### src/rtl/rst_pkg.sv
// Shared types and codes for the retransmit slot table.
package rst_pkg;

    localparam logic [1:0] CMD_QUEUE = 2'd0;
    localparam logic [1:0] CMD_ACK   = 2'd1;
    localparam logic [1:0] CMD_TICK  = 2'd2;

    localparam logic [2:0] KIND_SEND   = 3'd0;
    localparam logic [2:0] KIND_QSTAT  = 3'd1;
    localparam logic [2:0] KIND_ASTAT  = 3'd2;
    localparam logic [2:0] KIND_NOROUTE = 3'd3;
    localparam logic [2:0] KIND_GAVEUP = 3'd4;
    localparam logic [2:0] KIND_TDONE  = 3'd5;

    localparam logic [1:0] REG_INTERVAL = 2'd0;
    localparam logic [1:0] REG_TRIES    = 2'd1;
    localparam logic [1:0] REG_PAYLOAD  = 2'd2;

    typedef enum logic [3:0] {
        ST_IDLE,
        ST_QSCAN,
        ST_QWRITE,
        ST_QSEND,
        ST_QSTAT,
        ST_ASCAN,
        ST_ASTAT,
        ST_TRD,
        ST_TEVAL,
        ST_TOUT,
        ST_TDONE
    } t_state;

    // controller -> datapath
    typedef struct packed {
        logic       clr_idx;
        logic       inc_idx;
        logic       latch_in;
        logic       q_search;
        logic       q_commit;
        logic       a_search;
        logic       a_clear;
        logic       t_start;
        logic       t_read;
        logic       t_commit;
        logic       load_out;
        logic [2:0] out_kind;
        logic       out_ok;
        logic       out_entry;
        logic       out_ackseq;
        logic       out_last;
    } t_cmd;

    // datapath -> controller
    typedef struct packed {
        logic       idx_last;
        logic       found;
        logic       q_reject;
        logic       q_route;
        logic       t_active;
        logic [2:0] t_kind;
        logic       out_full;
    } t_stat;

endpackage

### src/rtl/rst_ctrl.sv
// Controller state machine for the retransmit slot table.
module rst_ctrl (
    input  logic           i_clk,
    input  logic           i_rst_n,
    input  logic           i_valid,
    input  logic [1:0]     i_command,
    output logic           o_ready,
    input  rst_pkg::t_stat i_stat,
    output rst_pkg::t_cmd  o_cmd
);

    rst_pkg::t_state r_state, n_state;

    always_ff @(posedge i_clk) begin
        if (!i_rst_n) begin
            r_state <= rst_pkg::ST_IDLE;
        end else begin
            r_state <= n_state;
        end
    end

    always_comb begin
        n_state = r_state;
        case (r_state)
            rst_pkg::ST_IDLE: begin
                if (i_valid) begin
                    case (i_command)
                        rst_pkg::CMD_QUEUE: n_state = rst_pkg::ST_QSCAN;
                        rst_pkg::CMD_ACK:   n_state = rst_pkg::ST_ASCAN;
                        rst_pkg::CMD_TICK:  n_state = rst_pkg::ST_TRD;
                        default:            n_state = rst_pkg::ST_IDLE;
                    endcase
                end
            end
            rst_pkg::ST_QSCAN: begin
                if (i_stat.q_reject) begin
                    n_state = rst_pkg::ST_QSTAT;
                end else if (i_stat.found || i_stat.idx_last) begin
                    n_state = rst_pkg::ST_QWRITE;
                end
            end
            rst_pkg::ST_QWRITE: begin
                n_state = i_stat.q_route ? rst_pkg::ST_QSEND : rst_pkg::ST_QSTAT;
            end
            rst_pkg::ST_QSEND: begin
                if (!i_stat.out_full) n_state = rst_pkg::ST_QSTAT;
            end
            rst_pkg::ST_QSTAT: begin
                if (!i_stat.out_full) n_state = rst_pkg::ST_IDLE;
            end
            rst_pkg::ST_ASCAN: begin
                if (i_stat.found || i_stat.idx_last) n_state = rst_pkg::ST_ASTAT;
            end
            rst_pkg::ST_ASTAT: begin
                if (!i_stat.out_full) n_state = rst_pkg::ST_IDLE;
            end
            rst_pkg::ST_TRD:   n_state = rst_pkg::ST_TEVAL;
            rst_pkg::ST_TEVAL: begin
                if (i_stat.t_active) begin
                    n_state = rst_pkg::ST_TOUT;
                end else if (i_stat.idx_last) begin
                    n_state = rst_pkg::ST_TDONE;
                end else begin
                    n_state = rst_pkg::ST_TRD;
                end
            end
            rst_pkg::ST_TOUT: begin
                if (!i_stat.out_full) begin
                    n_state = i_stat.idx_last ? rst_pkg::ST_TDONE : rst_pkg::ST_TRD;
                end
            end
            rst_pkg::ST_TDONE: begin
                if (!i_stat.out_full) n_state = rst_pkg::ST_IDLE;
            end
            default: n_state = rst_pkg::ST_IDLE;
        endcase
    end

    always_comb begin
        o_cmd   = '0;
        o_ready = 1'b0;
        case (r_state)
            rst_pkg::ST_IDLE: begin
                o_ready         = 1'b1;
                o_cmd.clr_idx   = 1'b1;
                o_cmd.latch_in  = i_valid;
                o_cmd.t_start   = i_valid && (i_command == rst_pkg::CMD_TICK);
            end
            rst_pkg::ST_QSCAN: begin
                o_cmd.q_search = 1'b1;
                o_cmd.inc_idx  = !i_stat.found && !i_stat.idx_last;
            end
            rst_pkg::ST_QWRITE: o_cmd.q_commit = 1'b1;
            rst_pkg::ST_QSEND: begin
                o_cmd.load_out  = !i_stat.out_full;
                o_cmd.out_kind  = rst_pkg::KIND_SEND;
                o_cmd.out_entry = 1'b1;
            end
            rst_pkg::ST_QSTAT: begin
                o_cmd.load_out  = !i_stat.out_full;
                o_cmd.out_kind  = rst_pkg::KIND_QSTAT;
                o_cmd.out_entry = !i_stat.q_reject;
                o_cmd.out_ok    = i_stat.q_route && !i_stat.q_reject;
                o_cmd.out_last  = 1'b1;
            end
            rst_pkg::ST_ASCAN: begin
                o_cmd.a_search = 1'b1;
                o_cmd.inc_idx  = !i_stat.found && !i_stat.idx_last;
            end
            rst_pkg::ST_ASTAT: begin
                o_cmd.load_out   = !i_stat.out_full;
                o_cmd.a_clear    = !i_stat.out_full && i_stat.found;
                o_cmd.out_kind   = rst_pkg::KIND_ASTAT;
                o_cmd.out_entry  = i_stat.found;
                o_cmd.out_ackseq = !i_stat.found;
                o_cmd.out_ok     = i_stat.found;
                o_cmd.out_last   = 1'b1;
            end
            rst_pkg::ST_TRD: o_cmd.t_read = 1'b1;
            rst_pkg::ST_TEVAL: begin
                o_cmd.inc_idx = !i_stat.t_active && !i_stat.idx_last;
            end
            rst_pkg::ST_TOUT: begin
                o_cmd.load_out  = !i_stat.out_full;
                o_cmd.t_commit  = !i_stat.out_full;
                o_cmd.inc_idx   = !i_stat.out_full && !i_stat.idx_last;
                o_cmd.out_kind  = i_stat.t_kind;
                o_cmd.out_entry = 1'b1;
            end
            rst_pkg::ST_TDONE: begin
                o_cmd.load_out = !i_stat.out_full;
                o_cmd.out_kind = rst_pkg::KIND_TDONE;
                o_cmd.out_last = 1'b1;
            end
            default: o_cmd = '0;
        endcase
    end

endmodule

### config.mk
export PLATFORM = sky130hd
export DESIGN_NAME = rst_ctrl
export DESIGN_NICKNAME = d
export VERILOG_FILES = /design/src/rtl/rst_pkg.sv /design/src/rtl/rst_ctrl.sv
export SDC_FILE = /design/constraint.sdc
export NUM_CORES = 1
export LEC_CHECK = 0
export BUFFER_PORTS_ARGS = -buffer_cell sky130_fd_sc_hd__clkbuf_2
export CAP_MARGIN = 5
export CORE_AREA = 2 2 39 41
export CTS_BUF_LIST = sky130_fd_sc_hd__clkbuf_8
export DETAILED_ROUTE_END_ITERATION = 12
export DIE_AREA = 0 0 41 43
export GPL_ROUTABILITY_DRIVEN = 0
export GPL_TIMING_DRIVEN = 0
export PLACE_DENSITY = 0.79
export SKIP_LAST_GASP = 1
export SYNTH_ARGS = -nofsm -noshare
export SYNTH_HDL_FRONTEND = slang
export SYNTH_SLANG_ARGS = --single-unit
### constraint.sdc
create_clock -name i_clk -period 2.5 [get_ports i_clk]
set_clock_uncertainty 0.05 [all_clocks]
set_input_delay 0 -clock i_clk [delete_from_list [all_inputs] [get_ports i_clk]]
set_output_delay 0 -clock i_clk [all_outputs]
set_load 0.005 [all_outputs]
# --- Word-level counts from Yosys, hierarchy flattened ---
# Index checks and enable logic that the tools add are counted.
op_classes:
  div: 0
  eq_ne: 18
  shift: 0
  n_reduce_logical: 18
  n_bitwise: 0
  n_lt_le_gt_ge: 0
  mux: 27
  n_addsub: 0
  n_mul: 0
ops:
  columns: ["operator", "n"]
  rows:
  - ["2-to-1 mux 4 bit", 9]
  - ["case mux 4 bit (9 select lines)", 1]
  - ["case mux 4 bit (5 select lines)", 1]
  - ["== test 4 x 3 -> 1 bit, second input constant", 4]
  - ["== test 4 bit, second input constant", 3]
  - ["2-to-1 mux 1 bit", 11]
  - ["inequality test 2 bit, second input constant", 5]
  - ["case mux 3 bit (3 select lines)", 1]
  - ["== test 4 x 2 -> 1 bit, second input constant", 2]
  - ["logical AND 1 bit", 6]
  - ["case mux 1 bit (3 select lines)", 2]
  - ["AND reduction 6 bit", 1]
  - ["zero test 1 bit", 5]
  - ["== test 4 x 1 -> 1 bit, second input constant", 1]
  - ["zero test 4 bit", 1]
  - ["OR reduction 2 bit", 2]
  - ["2-to-1 mux 3 bit", 1]
  - ["inequality test 3 bit, second input constant", 1]
  - ["OR reduction 3 bit", 1]
  - ["== test 2 x 1 -> 1 bit, second input constant", 1]
  - ["== test 2 bit, second input constant", 1]
  - ["zero test 2 bit", 1]
  - ["case mux 1 bit (2 select lines)", 1]
  - ["logical OR 1 bit", 1]
word_totals:
  elab_cells: 64
  latchBits: 0
  ff_bits: 4
  rom_bits: 0
  memories: 0
  mem_bits_rw: 0

# --- Logic depth before layout (Yosys ltp) ---
# Gate-level depths: netlist of the first run.
depth:
  depth_word: 4
  depth_mapped: 7
  mapped_depth_nobuf: 7

# --- Worst setup path before layout of the first run ---
# Ideal clock, no wire load.
synth_path:
  kind: "register to register"
  startpoint: "register r_state[3]"
  endpoint: "register r_state[2]"
  period_less_slack_ps: 1518
  arrival_ps: 1348
  path_stages_with_launch: 5
  path_buffers: 0
  slack_ps: 982
  cell_sequence: "dfxtp_1 -> or4_4 -> o221a_4 -> o21ai_0 -> a21oi_1"
synth_between:
  elab_chain_cells: 4
synth_lines:
  columns: ["item", "line", "text"]
  rows:
  - ["start: declaration", "rst_ctrl.sv:12", "rst_pkg::t_state r_state, n_state;"]
  - ["start signal: assignment", "rst_ctrl.sv:16", "r_state <= rst_pkg::ST_IDLE;"]
  - ["start signal: assignment", "rst_ctrl.sv:18", "r_state <= n_state;"]
  - ["== test 4 x 3 -> 1 bit or == test 4 bit (tied branches)", "rst_ctrl.sv:24", "case (r_state)"]
  - ["OR reduction 3 bit (no source line)", null, null]
  - ["inequality test 2 bit (no source line)", null, null]
  - ["AND reduction 6 bit (no source line)", null, null]
# Parallel ways exist; a longest one is shown, timed or not.
# A chain may end at the register's enable or synchronous reset.

# --- Final worst setup path of the first run ---
# Same ends and word-level chain as after synthesis.

==> impl_metrics.py, run 1 <==
metrics = {
    "global_route": {
        "antenna_found_initial": 0,
        "grt_pass1_vias": 668,
        "grt_pass1_wl_mm": 3.06,
        "grt_max_degree": 11,
        "overflow": 0,
        "grtUsageTotal_pct": 24.4,
    },
    "routing": {
        "drc": 0,
        "drtIter0Drc": 32,
        "vias": 848,
        "drtAntennaViolNets": 0,
        "drtPass1Iterations": 4,
        "via_per_inst": 5.77,
        "routedWlPerCell_um": 12.7,
        "drt-total-wl_mm": 1.87,
    },
    "yosys": {
        "synth.distinct_cells": 34,
        "yosys_warnings": 0,
        "syn-num-nets": 112,
        "syn_inst": 96,
        "syn_area_sq_um": 616,
        "synth_flop_cell": "dfxtp_1",
        "synth_edf_count": 0,
        "synthArstFlopShare_pct": 0,
        "ys_ff_latch": 4,
        "avgSynthCellArea_sq_um": 6.41,
        "ys_seq_area_share_pct": 13.0,
    },
    "power": {
        "power_mw": 0.843,
        "peakVddDrop_uv": 602,
        "powerDensity_nw_per_um2": 1010,
        "power_leakage_nw": 0.398,
    },
    "outcome": {
        "status": "finished, final reports clean",
    },
    "setup_path": {
        "crit_required_ns": 2.55,
        "end_kind": "register",
        "cp-start-kind": "register",
        "crit_arrival_ns": 1.78,
        "path_class": "reg -> reg",
        "cp_max_fo": 7,
    },
    "timing": {
        "relSlewSlack_pct": 68.8,
        "worst_slack_ns": 0.774,
        "period_needed_ns": 1.73,
        "setup_viol": 0,
        "hold_violations": 0,
        "drv_slew": 0,
        "finalSetupTns_ns": 0,
        "timing.fmax_ghz": 0.579,
        "rsz0062_at_grt": "no",
        "tightest_slew_ns": 0.457,
        "min_period_over_period_pct": 69.0,
    },
    "finish": {
        "antenna_cells": 0,
        "final_cells": 147,
        "final_layout_size_suffix_gt1_share_pct": 32.8,
        "nets": 149,
        "fillers": 143,
        "top_register": "r_state",
        "largest_register_ffs": 4,
        "postLayoutCoreUtil_pct": 60.5,
        "reg_top3": "r_state: 4 flops",
        "area_growth_pct": 36.0,
    },
    "clocking": {
        "cts_inserted_buffers": 3,
        "htree_levels": 1,
        "cts_setup_buffers": 0,
        "cts_tree": "yes",
        "root_buffer": "clkbuf_8",
        "cts_resized": 0,
        "clk_path_buf_depth": 2,
        "hold_buffers": 0,
        "cts.reportedPaths.clkPinSlew_ns": 0.03,
        "cts_sinks": 4,
        "clock_latency_ns": 0.22,
    },
    "die": {
        "initial_utilization_pct": 44.5,
        "dieHeight_um": 43,
        "dieArea_sq_um": 1760,
        "coreArea_sq_um": 1380,
        "ios": 33,
        "rows": 14,
        "die_width_um": 41,
    },
    "place": {
        "place_hpwl_mm": 1.37,
        "dp_slack_ns": 0.784,
        "io_buffers": 32,
        "dp_cells": 144,
    },
    "hold_path": {
        "hold_path_class": "in -> reg",
    },
    "flow_run": {
        "max-cap-violations": 0,
    },
}
-- per-layer routing --
| layer | global-route usage, % | vias to the layer above | share of wire [%] |
|---|---|---|---|
| met1 | 35.8 | 367 | 44 |
| met2 | 36.6 | 55 | 45 |
| li1 | - | 424 | - |
| met5 | 0 | - | 0 |
| met3 | 1.57 | 2 | 9.2 |
| met4 | 8.00 | 0 | 1.2 |
-- path summary, 6_finish.rpt --
kind | startpoint | to | slack (ns) | cells past startpoint
setup / recovery | r_state[3] | r_state[2] | 0.77 | 5
hold / removal | i_rst_n | r_state[2] | 0.02 | 3
setup reg to reg | r_state[3] | r_state[2] | 0.77 | 5
hold reg to reg | r_state[3] | r_state[3] | 0.70 | 3
-- cells in the final DEF, fill, tap and decap left out --
| cell type | n |
|---|---|
| clkbuf_1 | 1 |
| and2_1 | 1 |
| clkbuf_2 | 32 |
| ha_1 | 2 |
| and3_1 | 1 |
| o221a_4 | 1 |
| a21oi_1 | 8 |
| nand3_1 | 5 |
| clkbuf_8 | 3 |
| nor3_1 | 9 |
| o22ai_1 | 1 |
| buf_4 | 2 |
| nor2b_1 | 3 |
| a221oi_1 | 1 |
| dfxtp_1 | 4 |
| o21ai_0 | 8 |
| a2111oi_0 | 1 |
| nor4_1 | 1 |
| a21boi_0 | 1 |
| xor2_1 | 1 |
| or4_4 | 1 |
| buf_2 | 3 |
| inv_1 | 6 |
| nand2_1 | 11 |
| a211oi_1 | 1 |
| nor4bb_1 | 1 |
| a21o_1 | 1 |
| nor2_1 | 8 |
| a31oi_1 | 3 |
| o211ai_1 | 1 |
| nand2b_1 | 4 |
| nor3b_1 | 1 |
| nand3b_1 | 1 |
| nor4b_1 | 1 |
| a221oi_2 | 1 |
| o32ai_1 | 1 |
-- where the power goes --
group	total [mW]	internal, mW	switching [mW]
clock network	0.142	0.103	0.0385
logic	0.580	0.262	0.319
registers	0.121	0.0864	0.0350
-- cell families after synthesis --
| group | after synthesis | synth area share (%) |
|---|---|---|
| fa+ha+maj | 2 | 4.06 |
| xor+xnor | 1 | 1.42 |
| simple gates | 48 | 40.4 |
| buf+inv | 12 | 9.14 |
| compound gates | 29 | 31.9 |
| flops | 4 | 13.0 |
-- area by class of cell --
| type | count | area, sq um | share of cell area [%] |
|---|---|---|---|
| Timing Repair Buffer | 32 | 160 | 19.1 |
| Tap cell | 16 | 20.0 | 2.39 |
| Multi-Input combinational cell | 80 | 479 | 57.2 |
| Clock buffer | 3 | 41.3 | 4.93 |
| Buffer | 6 | 33.8 | 4.04 |
| Inverter | 6 | 22.5 | 2.69 |
| Sequential cell | 4 | 80.1 | 9.57 |
-- critical path, stage by stage, from the launching register on --
cell      delay [ns]
dfxtp_1         0.42
nor2b_1         0.44
a211oi_1        0.19
o221a_4         0.31
o21ai_0         0.14
a21oi_1         0.06
-- synth_stat cells, types with 2 or more instances --
master    number  share of area [%]
nand2_1       11                6.7
nor3_1         9                7.3
a21oi_1        8                6.5
nor2_1         8                4.9
o21ai_0        8                6.5
inv_1          6                3.7
nand3_1        5                4.1
dfxtp_1        4                 13
nand2b_1       4                4.1
a31oi_1        3                3.0
buf_2          3                2.4
nor2b_1        3                3.0
buf_4          2                2.4
ha_1           2                4.1
-- per-stage QoR --
step	area (sq um)	hold slack, ns
2_1_floorplan	616	-0.0189
3_3_place_gp	796	0.227
3_5_place_dp	796	0.239
4_1_cts	837	0.0198
5_1_grt	837	0.0553
6_report	837	0.0244
No activity file was read; power rests on OpenSTA's default activity.
==> inputs of run 2 (changes only) <==
Settings changed: ABC_AREA set to 1, CORE_AREA 2 2 39 41 to not set, CORE_MARGIN set to 1.5, CORE_UTILIZATION set to 47, DIE_AREA 0 0 41 43 to not set, PLACE_DENSITY 0.79 to 0.78.
Clock period 2.5 ns to 1.6 ns, I/O delays scaled along.
==> run 2 against run 1 <==
Clock power up 49%. Highest routed layer unchanged. Sequential share of layout area shrank 0.40 points. Synthesized cell count rose by 41%. Via count grew 10%. Clock-buffer cell count did not move. Register-to-register slack worse by 0.64 ns. Cell area grew 11%.
==> impl_metrics.py, run 2 <==
metrics = {
    "outcome": {
        "status": "finished, final reports clean",
    },
    "yosys": {
        "avgSynthCellArea_sq_um": 5.13,
        "synth.distinct_cells": 21,
        "ys_seq_area_share_pct": 11.6,
        "ys_top_cells_by_area": "nand2_1 19%, nor2_1 15%, dfxtp_1 12%",
        "synth_edf_count": 0,
        "ys_ff_latch": 4,
        "synth_flop_cell": "dfxtp_1",
        "syn_inst": 135,
        "syn_area_sq_um": 693,
        "syn-num-nets": 151,
        "yosysMostFrequentCell": "nand2_1",
        "synth_area_leader_cell": "nand2_1",
        "synth_top_area_share_pct": 19.5,
        "yosys_warnings": 0,
        "synthTopCellsByCount": "36 x nand2_1, 27 x nor2_1, 17 x inv_1",
        "synthArstFlopShare_pct": 0,
    },
    "routing": {
        "drc": 0,
        "drtPass1Iterations": 4,
        "drtAntennaViolNets": 0,
        "routedWlPerCell_um": 10.4,
        "vias": 935,
        "drt-total-wl_mm": 1.92,
        "drtIter0Drc": 15,
        "via_per_inst": 5.05,
    },
    "die": {
        "initial_utilization_pct": 52.0,
        "dieArea_sq_um": 1710,
        "coreArea_sq_um": 1330,
        "die_width_um": 41.4,
        "rows": 13,
        "ios": 33,
        "dieHeight_um": 41.4,
    },
    "global_route": {
        "grt_pass1_wl_mm": 3.12,
        "grt_max_degree": 10,
        "grtUsageTotal_pct": 23.2,
        "grt_pass1_vias": 751,
        "overflow": 0,
        "antenna_found_initial": 0,
    },
    "clocking": {
        "clock_latency_ns": 0.22,
        "htree_levels": 1,
        "cts.reportedPaths.clkPinSlew_ns": 0.03,
        "cts_inserted_buffers": 3,
        "root_buffer": "clkbuf_8",
        "clk_path_buf_depth": 2,
        "cts_sinks": 4,
        "cts_tree": "yes",
        "cts_setup_buffers": 0,
    },
    "setup_path": {
        "crit_required_ns": 1.55,
        "crit_arrival_ns": 1.45,
        "path_class": "reg -> out",
        "end_kind": "output port",
        "cp_max_fo": 8,
        "cp-start-kind": "register",
        "reg2reg_setup_slack_ns": 0.13,
    },
    "timing": {
        "min_period_over_period_pct": 94.0,
        "tightest_slew_ns": 0.431,
        "rsz0062_at_grt": "no",
        "relSlewSlack_pct": 71.3,
        "setup_viol": 0,
        "period_needed_ns": 1.50,
        "finalSetupTns_ns": 0,
        "hold_violations": 0,
        "drv_slew": 0,
        "timing.fmax_ghz": 0.665,
    },
    "finish": {
        "postLayoutCoreUtil_pct": 69.6,
        "nets": 188,
        "mostFrequentLayoutCells": "36 x nand2_1, 31 x clkbuf_2, 27 x nor2_1",
        "area_growth_pct": 33.9,
        "largest_register_ffs": 4,
        "reg_top3": "r_state: 4 flops",
        "antenna_cells": 0,
        "final_common_cell": "nand2_1",
        "final_cells": 185,
        "top_register": "r_state",
        "final_layout_size_suffix_gt1_share_pct": 35.3,
    },
    "place": {
        "io_buffers": 31,
        "place_hpwl_mm": 1.56,
        "dp_cells": 181,
    },
    "flow_run": {
        "max-cap-violations": 0,
    },
    "hold_path": {
        "hold_path_class": "in -> out",
    },
    "power": {
        "peakVddDrop_uv": 967,
        "power_mw": 1.28,
        "power_leakage_nw": 0.598,
        "powerDensity_nw_per_um2": 1380,
    },
}
==> run 2: cell types whose count changed after synthesis, moves of 4 or more <==
cell	before	now
a21oi_1	8	2
inv_1	6	17
inv_2	0	5
nand2_1	11	36
nand2_2	0	5
nand2b_1	4	0
nand3_1	5	13
nor2_1	8	27
nor2_2	0	6
nor3_1	9	1
==> run 2: metrics by stage <==
step / hold slack, ns / area [sq um] / setup slack [ns]
2_1_floorplan: -0.0189 / 693 / 0.319
3_3_place_gp: 0.203 / 867 / 0.153
3_5_place_dp: 0.208 / 867 / 0.115
4_1_cts: 0.209 / 918 / 0.0361
5_1_grt: 0.243 / 928 / 0.00552
6_report: 0.210 / 928 / 0.0956
==> run 2: worst max-delay path: stages, from the launching register on <==
cell,delay (ns)
dfxtp_2,0.39
inv_2,0.08
nor2_4,0.17
nand2_4,0.11
o21ai_1,0.13
a21oi_1,0.05
nor3_1,0.16
clkbuf_2,0.14
==> run 2: path summary, 6_finish.rpt <==
| check | start | endpoint | cells past startpoint |
|---|---|---|---|
| max reg2reg | r_state[0] | r_state[1] | 8 |
| max | r_state[3] | o_cmd[16] | 7 |
| min reg2reg | r_state[3] | r_state[3] | 2 |
| min | i_stat[2] | o_cmd[5] | 4 |
==> run 2: kinds of logic after synthesis <==
| kind of cell | count (synthesis) | synth area share, % |
|---|---|---|
| AND/OR/NAND/NOR | 94 | 62.6 |
| buffers and inverters | 24 | 13.5 |
| AO/OA/AOI/OAI | 11 | 8.66 |
| flip-flops | 4 | 11.6 |
| adder cells (fa/ha/maj) | 2 | 3.61 |
==> run 2: repair_timing <==
item / 4_1_cts / 5_1_grt
endpoints found under the hold margin: 2 / 0
setup endpoints to repair: 0 / 9
gates resized for setup: 0 / 5
hold buffers: 1 / 0
==> run 2: layout make-up <==
class | instances | area, sq um
tap | 15 | 18.8
sequential | 4 | 85.1
inverter | 22 | 82.6
clock buffer | 3 | 41.3
multi-input combinational | 107 | 524
buffer | 2 | 11.3
fill | 131 | 405
timing repair buffer | 32 | 165
==> run 2: routing by layer <==
metal | track usage [%] | vias to the layer above | share of wire (%)
met2 | 35.9 | 49 | 43
met1 | 29.2 | 386 | 45
met4 | 17.4 | 0 | 5.0
li1 | - | 487 | -
met5 | 0 | - | 0
met3 | 2.61 | 13 | 6.6
==> run 2: power breakdown <==
| group | switching, mW | leakage, nW | total (mW) | internal [mW] |
|---|---|---|---|---|
| Clock | 0.0511 | 0.0216 | 0.211 | 0.160 |
| Sequential | 0.0609 | 0.0344 | 0.204 | 0.143 |
| Combinational | 0.536 | 0.542 | 0.867 | 0.331 |
==> inputs of run 3 (changes only) <==
Settings changed: BUFFER_PORTS_ARGS -buffer_cell sky130_fd_sc_hd__clkbuf_2 to -buffer_cell sky130_fd_sc_hd__buf_2, CORE_UTILIZATION 47 to 45, CTS_BUF_LIST sky130_fd_sc_hd__clkbuf_8 to sky130_fd_sc_hd__clkbuf_16, PLACE_DENSITY 0.78 to 0.75.
==> run 3 against run 2 <==
Combinational power up 2%. Non-clock buffer count did not move. Clock-buffer cell count is the same. Register-to-register slack lost 0.05 ns. Total power increased by 14%. Clock power up 80%. Global-route usage fell by 1.0 points. Sequential cell count stayed put. Cell area up 3.5%. Sequential share of layout area fell by 0.44 points. Die area grew 4.1%. Cell count is the same.
==> impl_metrics.py, run 3 (same netlist as run 2, synthesis figures left out) <==
metrics = {
    "routing": {
        "drt-total-wl_mm": 2.09,
        "drtAntennaViolNets": 0,
        "routedWlPerCell_um": 11.3,
        "drc": 0,
        "vias": 953,
        "drtIter0Drc": 42,
        "drtPass1Iterations": 4,
        "via_per_inst": 5.15,
    },
    "global_route": {
        "grtUsageTotal_pct": 22.2,
        "overflow": 0,
        "grt_pass1_wl_mm": 3.11,
        "grt_max_degree": 10,
        "grt_pass1_vias": 748,
        "antenna_found_initial": 0,
    },
    "setup_path": {
        "cp-start-kind": "register",
        "reg2reg_setup_slack_ns": 0.08,
        "r2r_cells": 8,
        "crit_arrival_ns": 1.57,
        "worst_path_max_delay_cell": "dfxtp_2",
        "end_kind": "register",
        "critical_path.cell_chain": "nor2_2, nand2_2, nor2_1, inv_1, nand2_2, nor2_2, nor2_1, nor2_1",
        "startpoint": "r_state[3]",
        "r2r_start": "r_state[3]",
        "r2r-end": "r_state[1]",
        "cp_max_fo": 7,
        "crit_required_ns": 1.66,
        "crit_top_cell": "nor2_1",
        "cpPeakStageDelay_ns": 0.35,
        "path_class": "reg -> reg",
        "cp-endpoint": "r_state[1]",
    },
    "clocking": {
        "clk_path_buf_depth": 2,
        "htree_levels": 1,
        "cts_sinks": 4,
        "cts_inserted_buffers": 3,
        "root_buffer": "clkbuf_16",
        "clock_latency_ns": 0.22,
        "cts_tree": "yes",
        "cts.reportedPaths.clkPinSlew_ns": 0.03,
    },
    "place": {
        "dp_cells": 181,
        "place_hpwl_mm": 1.65,
        "dp_slack_ns": 0.0884,
        "io_buffers": 31,
    },
    "timing": {
        "period_needed_ns": 1.52,
        "tightest_slew_ns": 0.425,
        "hold_ws_ns": 0.209,
        "drv_slew": 0,
        "worst_slack_ns": 0.0844,
        "timing.fmax_ghz": 0.660,
        "rsz0062_at_grt": "yes",
        "min_period_over_period_pct": 94.7,
        "hold_violations": 0,
        "relSlewSlack_pct": 71.7,
        "setup_viol": 0,
    },
    "finish": {
        "fillers": 131,
        "nets": 188,
        "top_register": "r_state",
        "final_common_cell": "nand2_1",
        "final_layout_size_suffix_gt1_share_pct": 34.7,
        "area_growth_pct": 38.6,
        "largest_register_ffs": 4,
        "antenna_cells": 0,
        "reg_top3": "r_state: 4 flops",
        "final_cells": 185,
        "mostFrequentLayoutCells": "36 x nand2_1, 31 x buf_2, 27 x nor2_1",
    },
    "hold_path": {
        "hold_path_class": "in -> out",
        "min_from": "i_stat[3]",
    },
    "die": {
        "coreArea_sq_um": 1370,
        "dieHeight_um": 42.2,
        "initial_utilization_pct": 50.7,
        "die_width_um": 42.2,
        "rows": 13,
        "dieArea_sq_um": 1780,
        "ios": 33,
    },
    "power": {
        "peakVddDrop_uv": 866,
        "power_mw": 1.47,
        "powerDensity_nw_per_um2": 1530,
        "power_leakage_nw": 0.623,
    },
    "flow_run": {
        "max-cap-violations": 0,
    },
    "outcome": {
        "status": "finished, final reports clean",
    },
}
==> run 3: cell type report <==
cell class | count | area [sq um] | share of cell area, %
multi-input cells | 107 | 524 | 54.6
repair buffers | 32 | 165 | 17.2
flip-flops and latches | 4 | 83.8 | 8.72
inverters | 22 | 82.6 | 8.59
clock buffers | 3 | 75.1 | 7.81
well taps | 15 | 18.8 | 1.95
plain buffers | 2 | 11.3 | 1.17
==> run 3: worst max-delay path: cells and delay by family (launching register included) <==
| family | cells | cell delay, ns |
|---|---|---|
| flops | 1 | 0.35 |
| buf+inv | 1 | 0.08 |
| simple gates | 7 | 0.93 |
==> run 3: worst min-delay path by stage <==
| stage | end | cells after the start |
|---|---|---|
| after floorplan | o_cmd[1] | 1 |
| after global placement | o_cmd[5] | 4 |
| after detailed placement | o_cmd[6] | 4 |
| after CTS | o_cmd[6] | 4 |
| after global routing | o_cmd[1] | 3 |
| final | o_cmd[6] | 4 |
==> run 3: power by group <==
| part | switching (mW) | internal [mW] | total (mW) |
|---|---|---|---|
| Clock | 0.0619 | 0.318 | 0.380 |
| Combinational | 0.551 | 0.332 | 0.883 |
| Sequential | 0.0642 | 0.141 | 0.205 |
==> run 3: per-stage QoR <==
stage | setup TNS, ns | util, % | area (sq um)
floorplan | 0 | - | 693
global placement | 0 | 63.5 | 867
detailed placement | 0 | 63.5 | 867
CTS | 0 | 69.7 | 952
global route | -0.0910 | 70.3 | 961
finish | 0 | 70.3 | 961
==> run 3: timing repair <==
item,CTS,global route
gates resized for setup,0,4
hold endpoints to repair,2,0
buffers inserted,0,0
hold buffers,1,0
endpoints found under the setup margin,0,6
==> run 3: routing by layer <==
layer	vias up	GRT usage [%]	part of all wire, %
li1	489	-	-
met1	412	29.3	43
met2	50	38.8	49
met3	2	3.88	8.2
met4	0	1.88	0.19
met5	-	0	0
